**src/rtl/hex_tag_line_parser_top_macros.svh**
```systemverilog
// assertion macros for the hex tag line parser
// used by hex_tag_line_parser_top only
`ifndef HEX_TAG_LINE_PARSER_TOP_MACROS_SVH
`define HEX_TAG_LINE_PARSER_TOP_MACROS_SVH

// condition on this edge implies consequence on this edge
`define HTLP_ASSERT_NOW(label, clock, reset, cond, cons, msg) \
  label: assert property (@(posedge clock) disable iff (reset) (cond) |-> (cons)) \
    else $error(msg);

// condition on this edge implies consequence on the next edge
`define HTLP_ASSERT_NEXT(label, clock, reset, cond, cons, msg) \
  label: assert property (@(posedge clock) disable iff (reset) (cond) |=> (cons)) \
    else $error(msg);

`endif

```
**src/rtl/htlp_pkg.sv**
```systemverilog
// shared types, codes and character helpers for the hex tag line parser
// no dependencies
`default_nettype none

package htlp_pkg;

  localparam int unsigned MAX_CHARS = 15;
  localparam int unsigned CNT_W     = 4;

  // input modes
  localparam logic [1:0] MODE_BYTE  = 2'd0;
  localparam logic [1:0] MODE_TAKE  = 2'd1;
  localparam logic [1:0] MODE_RESET = 2'd2;

  // phase codes as seen on the output
  localparam logic [1:0] PHASE_IDLE = 2'd0;
  localparam logic [1:0] PHASE_RECV = 2'd1;
  localparam logic [1:0] PHASE_DONE = 2'd2;
  localparam logic [1:0] PHASE_ERR  = 2'd3;

  // tag kinds
  localparam logic [1:0] KIND_INVALID    = 2'd0;
  localparam logic [1:0] KIND_INCOMPLETE = 2'd1;
  localparam logic [1:0] KIND_EMERGENCY  = 2'd2;
  localparam logic [1:0] KIND_NORMAL     = 2'd3;

  // configuration register indexes
  localparam logic [1:0] REG_MIN_LEN  = 2'd0;
  localparam logic [1:0] REG_EMERG_LO = 2'd1;
  localparam logic [1:0] REG_EMERG_HI = 2'd2;
  localparam logic [1:0] REG_EMERG_LEN = 2'd3;

  localparam logic [7:0] CH_0  = 8'h30;
  localparam logic [7:0] CH_9  = 8'h39;
  localparam logic [7:0] CH_UA = 8'h41;
  localparam logic [7:0] CH_UF = 8'h46;
  localparam logic [7:0] CH_LA = 8'h61;
  localparam logic [7:0] CH_LF = 8'h66;
  localparam logic [7:0] CH_CR = 8'h0d;
  localparam logic [7:0] CH_NL = 8'h0a;

  typedef enum logic [3:0] {
    ST_IDLE = 4'b0001,
    ST_RECV = 4'b0010,
    ST_DONE = 4'b0100,
    ST_ERR  = 4'b1000
  } phase_t;

  typedef struct packed {
    logic [CNT_W-1:0] min_len;
    logic [63:0]      emerg_lo;
    logic [63:0]      emerg_hi;
    logic [CNT_W-1:0] emerg_len;
  } cfg_t;

  // packed so that phase lands in the lowest bits of tdata
  typedef struct packed {
    logic             take_ok;
    logic [CNT_W-1:0] char_count;
    logic             tag_waiting;
    logic [1:0]       tag_kind;
    logic [1:0]       phase;
  } result_t;

  typedef struct packed {
    logic [1:0] mode;
    logic [7:0] rx_byte;
  } item_t;

  function automatic logic is_hex(input logic [7:0] b);
    return ((b >= CH_0) && (b <= CH_9)) || ((b >= CH_UA) && (b <= CH_UF)) ||
           ((b >= CH_LA) && (b <= CH_LF));
  endfunction

  function automatic logic [1:0] phase_code(input phase_t ph);
    logic [1:0] code;
    code = PHASE_IDLE;
    unique case (ph)
      ST_IDLE: code = PHASE_IDLE;
      ST_RECV: code = PHASE_RECV;
      ST_DONE: code = PHASE_DONE;
      ST_ERR:  code = PHASE_ERR;
      default: code = PHASE_IDLE;
    endcase
    return code;
  endfunction

endpackage

`default_nettype wire

```
**src/rtl/htlp_cfg.sv**
```systemverilog
// configuration registers of the hex tag line parser
// depends on htlp_pkg
`default_nettype none

module htlp_cfg (
  input  wire logic                clk,
  input  wire logic                rst,
  input  wire logic                cfg_we,
  input  wire logic [1:0]          cfg_index,
  input  wire logic [63:0]         cfg_data,
  output htlp_pkg::cfg_t           cfg
);

  always_ff @(posedge clk) begin
    if (rst) begin
      cfg.min_len   <= htlp_pkg::CNT_W'(10);
      cfg.emerg_lo  <= '0;
      cfg.emerg_hi  <= '0;
      cfg.emerg_len <= '0;
    end else if (cfg_we) begin
      unique case (cfg_index)
        htlp_pkg::REG_MIN_LEN:   cfg.min_len   <= cfg_data[htlp_pkg::CNT_W-1:0];
        htlp_pkg::REG_EMERG_LO:  cfg.emerg_lo  <= cfg_data;
        htlp_pkg::REG_EMERG_HI:  cfg.emerg_hi  <= cfg_data;
        htlp_pkg::REG_EMERG_LEN: cfg.emerg_len <= cfg_data[htlp_pkg::CNT_W-1:0];
        default: ;
      endcase
    end
  end

endmodule

`default_nettype wire

```
**src/rtl/htlp_in_stage.sv**
```systemverilog
// input register of the hex tag line parser, holds one item ahead of the core
// depends on htlp_pkg
`default_nettype none

module htlp_in_stage (
  input  wire logic            clk,
  input  wire logic            rst,
  input  wire logic            s_tvalid,
  output logic                 s_tready,
  input  wire logic [7:0]      s_tdata,
  input  wire logic [1:0]      s_tuser,
  output logic                 item_valid,
  output htlp_pkg::item_t      item,
  input  wire logic            item_pop
);

  logic full;

  assign s_tready   = !full || item_pop;
  assign item_valid = full;

  always_ff @(posedge clk) begin
    if (rst) begin
      full <= 1'b0;
    end else if (s_tready) begin
      full <= s_tvalid;
    end
  end

  always_ff @(posedge clk) begin
    if (s_tvalid && s_tready) begin
      item.mode    <= s_tuser;
      item.rx_byte <= s_tdata;
    end
  end

endmodule

`default_nettype wire

```
**src/rtl/htlp_core.sv**
```systemverilog
// parser state, per-item next-state logic and result register
// depends on htlp_pkg
`default_nettype none

module htlp_core (
  input  wire logic            clk,
  input  wire logic            rst,
  input  wire htlp_pkg::cfg_t  cfg,
  input  wire logic            item_valid,
  input  wire htlp_pkg::item_t item,
  output logic                 item_pop,
  output logic                 m_tvalid,
  input  wire logic            m_tready,
  output htlp_pkg::result_t    res
);

  htlp_pkg::phase_t             phase, phase_next;
  logic [htlp_pkg::CNT_W-1:0]   count, count_next;
  logic                         match, match_next;
  logic [1:0]                   kind, kind_next;
  logic                         ready, ready_next;
  logic                         take_ok;

  logic [127:0] emerg_all;
  logic [7:0]   emerg_char;
  logic         hex;
  logic         term;
  logic         char_hit;

  assign item_pop  = item_valid && (!m_tvalid || m_tready);
  assign emerg_all = {cfg.emerg_hi, cfg.emerg_lo};
  assign emerg_char = emerg_all[{count, 3'b000} +: 8];
  assign hex       = htlp_pkg::is_hex(item.rx_byte);
  assign term      = (item.rx_byte == htlp_pkg::CH_CR) || (item.rx_byte == htlp_pkg::CH_NL);
  assign char_hit  = (count < cfg.emerg_len) && (emerg_char == item.rx_byte);

  always_comb begin
    phase_next = phase;
    count_next = count;
    match_next = match;
    kind_next  = kind;
    ready_next = ready;
    take_ok    = 1'b0;
    case (item.mode)
      htlp_pkg::MODE_BYTE: begin
        unique case (phase)
          htlp_pkg::ST_IDLE: begin
            if (hex) begin
              phase_next = htlp_pkg::ST_RECV;
              count_next = count + 1'b1;
              match_next = match && char_hit;
            end
          end
          htlp_pkg::ST_RECV: begin
            if (hex) begin
              if (count < htlp_pkg::CNT_W'(htlp_pkg::MAX_CHARS)) begin
                count_next = count + 1'b1;
                match_next = match && char_hit;
              end else begin
                phase_next = htlp_pkg::ST_ERR;
                kind_next  = htlp_pkg::KIND_INVALID;
              end
            end else if (term) begin
              if (count >= cfg.min_len) begin
                phase_next = htlp_pkg::ST_DONE;
                if (match && (cfg.emerg_len != '0) && (count == cfg.emerg_len)) begin
                  kind_next = htlp_pkg::KIND_EMERGENCY;
                end else begin
                  kind_next = htlp_pkg::KIND_NORMAL;
                end
              end else if (count != '0) begin
                phase_next = htlp_pkg::ST_ERR;
                kind_next  = htlp_pkg::KIND_INCOMPLETE;
              end else begin
                phase_next = htlp_pkg::ST_IDLE;
              end
              ready_next = 1'b1;
            end else begin
              phase_next = htlp_pkg::ST_ERR;
              kind_next  = htlp_pkg::KIND_INVALID;
            end
          end
          htlp_pkg::ST_DONE, htlp_pkg::ST_ERR: ;
          default: ;
        endcase
      end
      htlp_pkg::MODE_TAKE: begin
        if (ready) begin
          phase_next = htlp_pkg::ST_IDLE;
          count_next = '0;
          match_next = 1'b1;
          kind_next  = htlp_pkg::KIND_INVALID;
          ready_next = 1'b0;
          take_ok    = 1'b1;
        end
      end
      htlp_pkg::MODE_RESET: begin
        phase_next = htlp_pkg::ST_IDLE;
        count_next = '0;
        match_next = 1'b1;
        kind_next  = htlp_pkg::KIND_INVALID;
        ready_next = 1'b0;
      end
      default: ;
    endcase
  end

  always_ff @(posedge clk) begin
    if (rst) begin
      phase    <= htlp_pkg::ST_IDLE;
      count    <= '0;
      match    <= 1'b1;
      kind     <= htlp_pkg::KIND_INVALID;
      ready    <= 1'b0;
      m_tvalid <= 1'b0;
    end else begin
      if (item_pop) begin
        phase <= phase_next;
        count <= count_next;
        match <= match_next;
        kind  <= kind_next;
        ready <= ready_next;
      end
      if (item_pop) begin
        m_tvalid <= 1'b1;
      end else if (m_tready) begin
        m_tvalid <= 1'b0;
      end
    end
  end

  // result shows the state after the item
  always_ff @(posedge clk) begin
    if (item_pop) begin
      res.phase       <= htlp_pkg::phase_code(phase_next);
      res.tag_kind    <= kind_next;
      res.tag_waiting <= ready_next;
      res.char_count  <= count_next;
      res.take_ok     <= take_ok;
    end
  end

endmodule

`default_nettype wire

```
**src/rtl/hex_tag_line_parser_top.sv**
```systemverilog
// top level of the hex tag line parser: config registers, input register, parser core
// depends on htlp_pkg, htlp_cfg, htlp_in_stage, htlp_core and the macros header
//
//   channel  | signals                          | contents
//   s (in)   | s_tvalid s_tready s_tdata s_tuser| rx_byte in tdata, mode in tuser
//   m (out)  | m_tvalid m_tready m_tdata        | phase, kind, waiting, count, take_ok
//   cfg      | cfg_we cfg_index cfg_data        | register write, no read-back
//
// one item per cycle if m_tready keeps up; each popped item gives a registered result
// the input register takes one more item while a result waits on m_tready
// the state update is compares on count and byte, one increment and a 16-way byte select
// rst is synchronous and clears parser state and configuration to defaults
`default_nettype none

`include "hex_tag_line_parser_top_macros.svh"

module hex_tag_line_parser_top (
  input  wire logic        clk,
  input  wire logic        rst,
  input  wire logic        s_tvalid,
  output logic             s_tready,
  input  wire logic [7:0]  s_tdata,   // [7:0] rx_byte
  input  wire logic [1:0]  s_tuser,   // [1:0] mode
  output logic             m_tvalid,
  input  wire logic        m_tready,
  output logic [15:0]      m_tdata,   // [1:0] phase, [3:2] tag_kind, [4] tag_waiting,
                                      // [8:5] char_count, [9] take_ok, rest zero
  input  wire logic        cfg_we,
  input  wire logic [1:0]  cfg_index,
  input  wire logic [63:0] cfg_data
);

  htlp_pkg::cfg_t    cfg;
  htlp_pkg::item_t   item;
  htlp_pkg::result_t res;
  logic              item_valid;
  logic              item_pop;

  logic              out_take_ok;
  logic              out_cleared;
  logic              out_waiting;
  logic              out_wait_ok;
  logic              out_recv;
  logic              in_stalled;

  htlp_cfg u_cfg (
    .clk       (clk),
    .rst       (rst),
    .cfg_we    (cfg_we),
    .cfg_index (cfg_index),
    .cfg_data  (cfg_data),
    .cfg       (cfg)
  );

  htlp_in_stage u_in (
    .clk        (clk),
    .rst        (rst),
    .s_tvalid   (s_tvalid),
    .s_tready   (s_tready),
    .s_tdata    (s_tdata),
    .s_tuser    (s_tuser),
    .item_valid (item_valid),
    .item       (item),
    .item_pop   (item_pop)
  );

  htlp_core u_core (
    .clk        (clk),
    .rst        (rst),
    .cfg        (cfg),
    .item_valid (item_valid),
    .item       (item),
    .item_pop   (item_pop),
    .m_tvalid   (m_tvalid),
    .m_tready   (m_tready),
    .res        (res)
  );

  assign m_tdata = {6'b000000, res};

  assign out_take_ok = m_tvalid && res.take_ok;
  assign out_cleared = (res.phase == htlp_pkg::PHASE_IDLE) && (res.char_count == '0) &&
                       !res.tag_waiting;
  assign out_waiting = m_tvalid && res.tag_waiting;
  assign out_wait_ok = (res.phase == htlp_pkg::PHASE_DONE) ||
                       ((res.phase == htlp_pkg::PHASE_ERR) &&
                        (res.tag_kind == htlp_pkg::KIND_INCOMPLETE));
  assign out_recv    = m_tvalid && (res.phase == htlp_pkg::PHASE_RECV);
  assign in_stalled  = item_valid && m_tvalid && !m_tready && !(s_tvalid && s_tready);

  // a successful take leaves the parser fully cleared
  `HTLP_ASSERT_NOW(a_take_clears, clk, rst, out_take_ok, out_cleared, "take not cleared")

  // a waiting result is either a finished tag or a short-line error
  `HTLP_ASSERT_NOW(a_ready_phase, clk, rst, out_waiting, out_wait_ok, "waiting in wrong phase")

  // reception always holds at least one character
  `HTLP_ASSERT_NOW(a_recv_count, clk, rst, out_recv, res.char_count != '0, "empty reception")

  // a held item with a stalled result blocks the input
  `HTLP_ASSERT_NEXT(a_stall_blocks, clk, rst, in_stalled, item_valid, "held item lost")

endmodule

`default_nettype wire

```
**config.mk**
```make
export PLATFORM = sky130hd
export DESIGN_NAME = hex_tag_line_parser_top
export DESIGN_NICKNAME = d
export VERILOG_FILES = /design/src/rtl/htlp_pkg.sv /design/src/rtl/htlp_cfg.sv /design/src/rtl/htlp_in_stage.sv /design/src/rtl/htlp_core.sv /design/src/rtl/hex_tag_line_parser_top.sv
export VERILOG_INCLUDE_DIRS = /design/src /design/src/rtl
export SDC_FILE = /design/constraint.sdc
export NUM_CORES = 1
export LEC_CHECK = 0
export BUFFER_PORTS_ARGS = -buffer_cell sky130_fd_sc_hd__clkbuf_2
export CAP_MARGIN = 10
export CORE_ASPECT_RATIO = 0.75
export CORE_UTILIZATION = 53
export CTS_CLUSTER_DIAMETER = 40
export DETAILED_ROUTE_END_ITERATION = 10
export GPL_ROUTABILITY_DRIVEN = 0
export GPL_TIMING_DRIVEN = 0
export PLACE_DENSITY = 0.77
export SETUP_SLACK_MARGIN = 0.2
export SLEW_MARGIN = 15
export SYNTH_ARGS = -nofsm -noshare
export SYNTH_HDL_FRONTEND = slang
export SYNTH_SLANG_ARGS = --single-unit
```
**constraint.sdc**
```tcl
create_clock -name clk -period 2.9 [get_ports clk]
set_clock_uncertainty 0.1 [all_clocks]
set_input_delay 0.725 -clock clk [delete_from_list [all_inputs] [get_ports clk]]
set_output_delay 0.725 -clock clk [all_outputs]
set_load 0.01 [all_outputs]
```
==> impl_metrics.yaml <==
run_status:
  result_of_the_run: "complete, no violations"
grt:
  grt_util_all_layers_pct: 31.4
  maximum_number_of_pins_on_one_net_before_global_route_repair: 17
  grt_pass1_wl_um: 35800
  grt_pass1_vias: 6481
  gr-total-overflow: 0
  antenna_found_initial: 0
route:
  drtPass1Iterations: 6
  iteration_0_drc_count_of_the_detailed_router: 733
  routed_wire_length_per_instance_um: 18.9
  dr_total_vias: 7334
  avgViaCountPerCell: 5.85
  detail-route-antenna-nets: 0
  detail_route.drc_violations: 0
  drt_wl_total_um: 23600
floorplan:
  io-pin-count: 99
  core_um2: 14600
  initial_core_util_pct: 54.8
  die_width_um: 144
  num_rows: 38
  die_h_um: 109
  design.die.area_um2: 15700
power:
  share_seq_of_total_power_pct: 47.9
  switching_power_mw: 1.32
  switching_share_pct: 25.2
  power_frac_comb_pct: 8.5
  cell_internal_pwr_mw: 3.92
  leakagePower_nw: 3.68
  pwr-share-clk_pct: 43.6
  powerDensity_nw_per_um2: 553
  fin_total_pwr_mw: 5.24
  ir_drop_mv: 0.484
place:
  dpl.hpwl_um: 16900
  io_buffer_count: 92
min_path:
  hold_wc_path_type: "register to register"
  min_path_cells: 2
  holdCritStartpoint: "u_cfg.cfg[66]"
  worstHoldEndpoint: "u_cfg.cfg[66]"
critical_path:
  critical_path_class: "register to register"
  worst-r2r-cell-count: 10
  cp_data_arrival_time_ps: 3010
  critical_path.endpoint_type: "register"
  path_delay_family: "compound AO/OA/AOI/OAI gates"
  startpoint_type: "register"
  worst_r2r_endpoint: "u_core.match"
  cp_max_fo: 10
  crit_slowest_cell: "mux4_2"
  timing.critical_path.cells: "buf_6 -> buf_4 -> buf_12 -> mux4_2 -> xor2_1 -> o211ai_1 -> nand4b_1 -> a311oi_2 -> o2111ai_1 -> o21ai_1"
  reg2reg_slack_ps: 160
  worst_ep_required_time_ps: 3170
  critical-path-max-stage-delay_ps: 550
  cp.buffers_inverters: 3
  rr_startpoint: "u_core.count[0]"
cells_and_area:
  nFillCells: 1270
  finish.utilization_pct: 64.7
  final_common_cell: "nand2_1"
  layout_cells_sized_above_1_pct: 18.3
  layout.cells.most_common_list: "nand2_1, dfxtp_1, a21oi_1"
  final_net_count: 1135
  area_growth_syn_to_layout_pct: 18.0
  antennaDiodeCount: 0
synthesis:
  synth.top_cells.by_area: "dfxtp_1, nand2_1, a21oi_1"
  fraction_of_synthesized_cell_area_taken_by_the_top_area_cell_type_pct: 37.4
  netlist_instances: 917
  synth_enable_flop_cells: 20
  dominant_register_cell_in_the_synthesized_netlist: "dfxtp_1"
  synth_sequential_area_ratio_pct: 44.9
  asyncSetResetFlopFracSynth_pct: 0
  synthDominantAreaCellType: "dfxtp_1"
  synthesis.yosys.warnings: 0
  synth_area_per_cell_um2: 8.76
  ys_seq_elements: 170
  yosys.cell_types.count: 67
  netlist_area_um2: 8030
clocking:
  ctsLongestPathBuffers: 2
  cts_tree: "done"
  worstSkewPairLatency_ps: 440
  clk_pin_slew_worst_paths_ps: 70
  cts.sink_count: 170
  clockRootBuffer: "clkbuf_16"
  cts_inserted_buffers: 17
  htree_levels: 4
sta:
  final_min_period_over_clock_period_pct: 94.4
  finalSetupViolations: 0
  relSlewSlack_pct: 34.5
  final.setup.tns_ps: 0
  hold_violations: 0
  max_slew.worst_pin.slew_ps: 979
  maxSlewViolCount: 0
  grt_setup_unrepaired: "yes"
  maxClockFrequency_ghz: 0.365
  post-route-min-period_ps: 2740
  whs_ps: 353
job:
  drv_cap: 0
-- worst reg2reg max path, cell delays in order (launching register included) --
cell and delay, ps:
dfxtp_2 340, buf_6 120, buf_4 190, buf_12 170
mux4_2 550, xor2_1 160, o211ai_1 270, nand4b_1 200
a311oi_2 270, o2111ai_1 150, o21ai_1 160
-- power by group through the flow --
stage | clock, mW | sequential (mW) | combinational (mW)
3_5_place_dp | 0 | 2.56 | 0.427
6_report | 2.28 | 2.51 | 0.446
3_3_place_gp | 0 | 2.56 | 0.420
4_1_cts | 2.29 | 2.51 | 0.431
5_1_grt | 2.38 | 2.52 | 0.485
2_1_floorplan | 0 | 2.54 | 0.255
-- registers in the layout (all words and copies together), names as in the netlist --
register and cells:
u_cfg.cfg 136, u_core.res 10, u_in.item 10, u_core.count 4, u_core.phase 4, u_core.kind 2
u_core.m_tvalid 1, u_core.match 1, u_core.ready 1, u_in.item_valid 1
-- worst max-delay path by stage --
| stage | start | to | depth (start not counted) |
|---|---|---|---|
| 2_1_floorplan | u_core.count[0] | u_core.res[1] | 12 |
| 3_3_place_gp | u_core.count[0] | u_core.res[0] | 12 |
| 3_5_place_dp | u_core.count[0] | u_core.res[0] | 12 |
| 4_1_cts | u_in.item[8] | u_core.match | 10 |
| 5_1_grt | u_core.count[0] | u_core.match | 10 |
| 6_report | u_core.count[0] | u_core.match | 10 |
-- layer usage --
layer / global-route usage (%) / vias to the layer above / share of wire [%]
li1: - / 3409 / -
met1: 44.7 / 3429 / 43
met2: 45.7 / 440 / 42
met3: 9.79 / 56 / 12
met4: 8.87 / 0 / 2.4
met5: 0 / - / 0
-- layout make-up --
class	count	area, um^2	share of cell area [%]
buffer	73	414	4.37
clock buffer	18	439	4.63
clock inverter	14	145	1.53
inverter	18	75.1	0.792
multi-input combinational	661	4040	42.6
sequential	170	3600	38.0
tap	200	250	2.64
timing repair buffer	99	513	5.41
-- through the flow --
stage	worst slack, ps	cell area (um^2)	std cells
2_1_floorplan	235	8050	922
3_3_place_gp	-253	8760	1214
3_5_place_dp	-302	8760	1214
4_1_cts	241	9410	1250
5_1_grt	108	9480	1253
6_report	163	9480	1253
-- kinds of logic after synthesis --
kind of cell	after synthesis	share of synthesized area [%]
AOI/OAI and AO/OA	206	14.6
xor gates and xnor gates	11	1.20
adders and majority gates	14	2.18
buffers and inverters	91	5.70
DFF	170	44.9
muxes	54	12.4
other	1	0.0467
and+or+nand+nor	370	19.0
-- synth_stat cells, drive strengths merged, types with 3 or more instances --
cell type	number
and2	3
mux4	33
xnor2	3
edfxtp	20
nor2b	6
ha	14
nor3	6
dfxtp	150
or3	3
mux2i	21
or2	3
a211oi	5
a22o	3
nor2	37
o211ai	5
a21oi	149
a22oi	3
inv	16
clkbuf	54
nand2b	3
nand2	283
nand3	8
o21ai	15
xor2	8
buf	19
-- timing repair --
action,4_1_cts,5_1_grt
pin swaps,4,8
hold buffers,0,0
setup buffers,4,3
resized for setup,10,13
setup endpoints to repair,10,6
No activity file was read; power rests on OpenSTA's default activity.
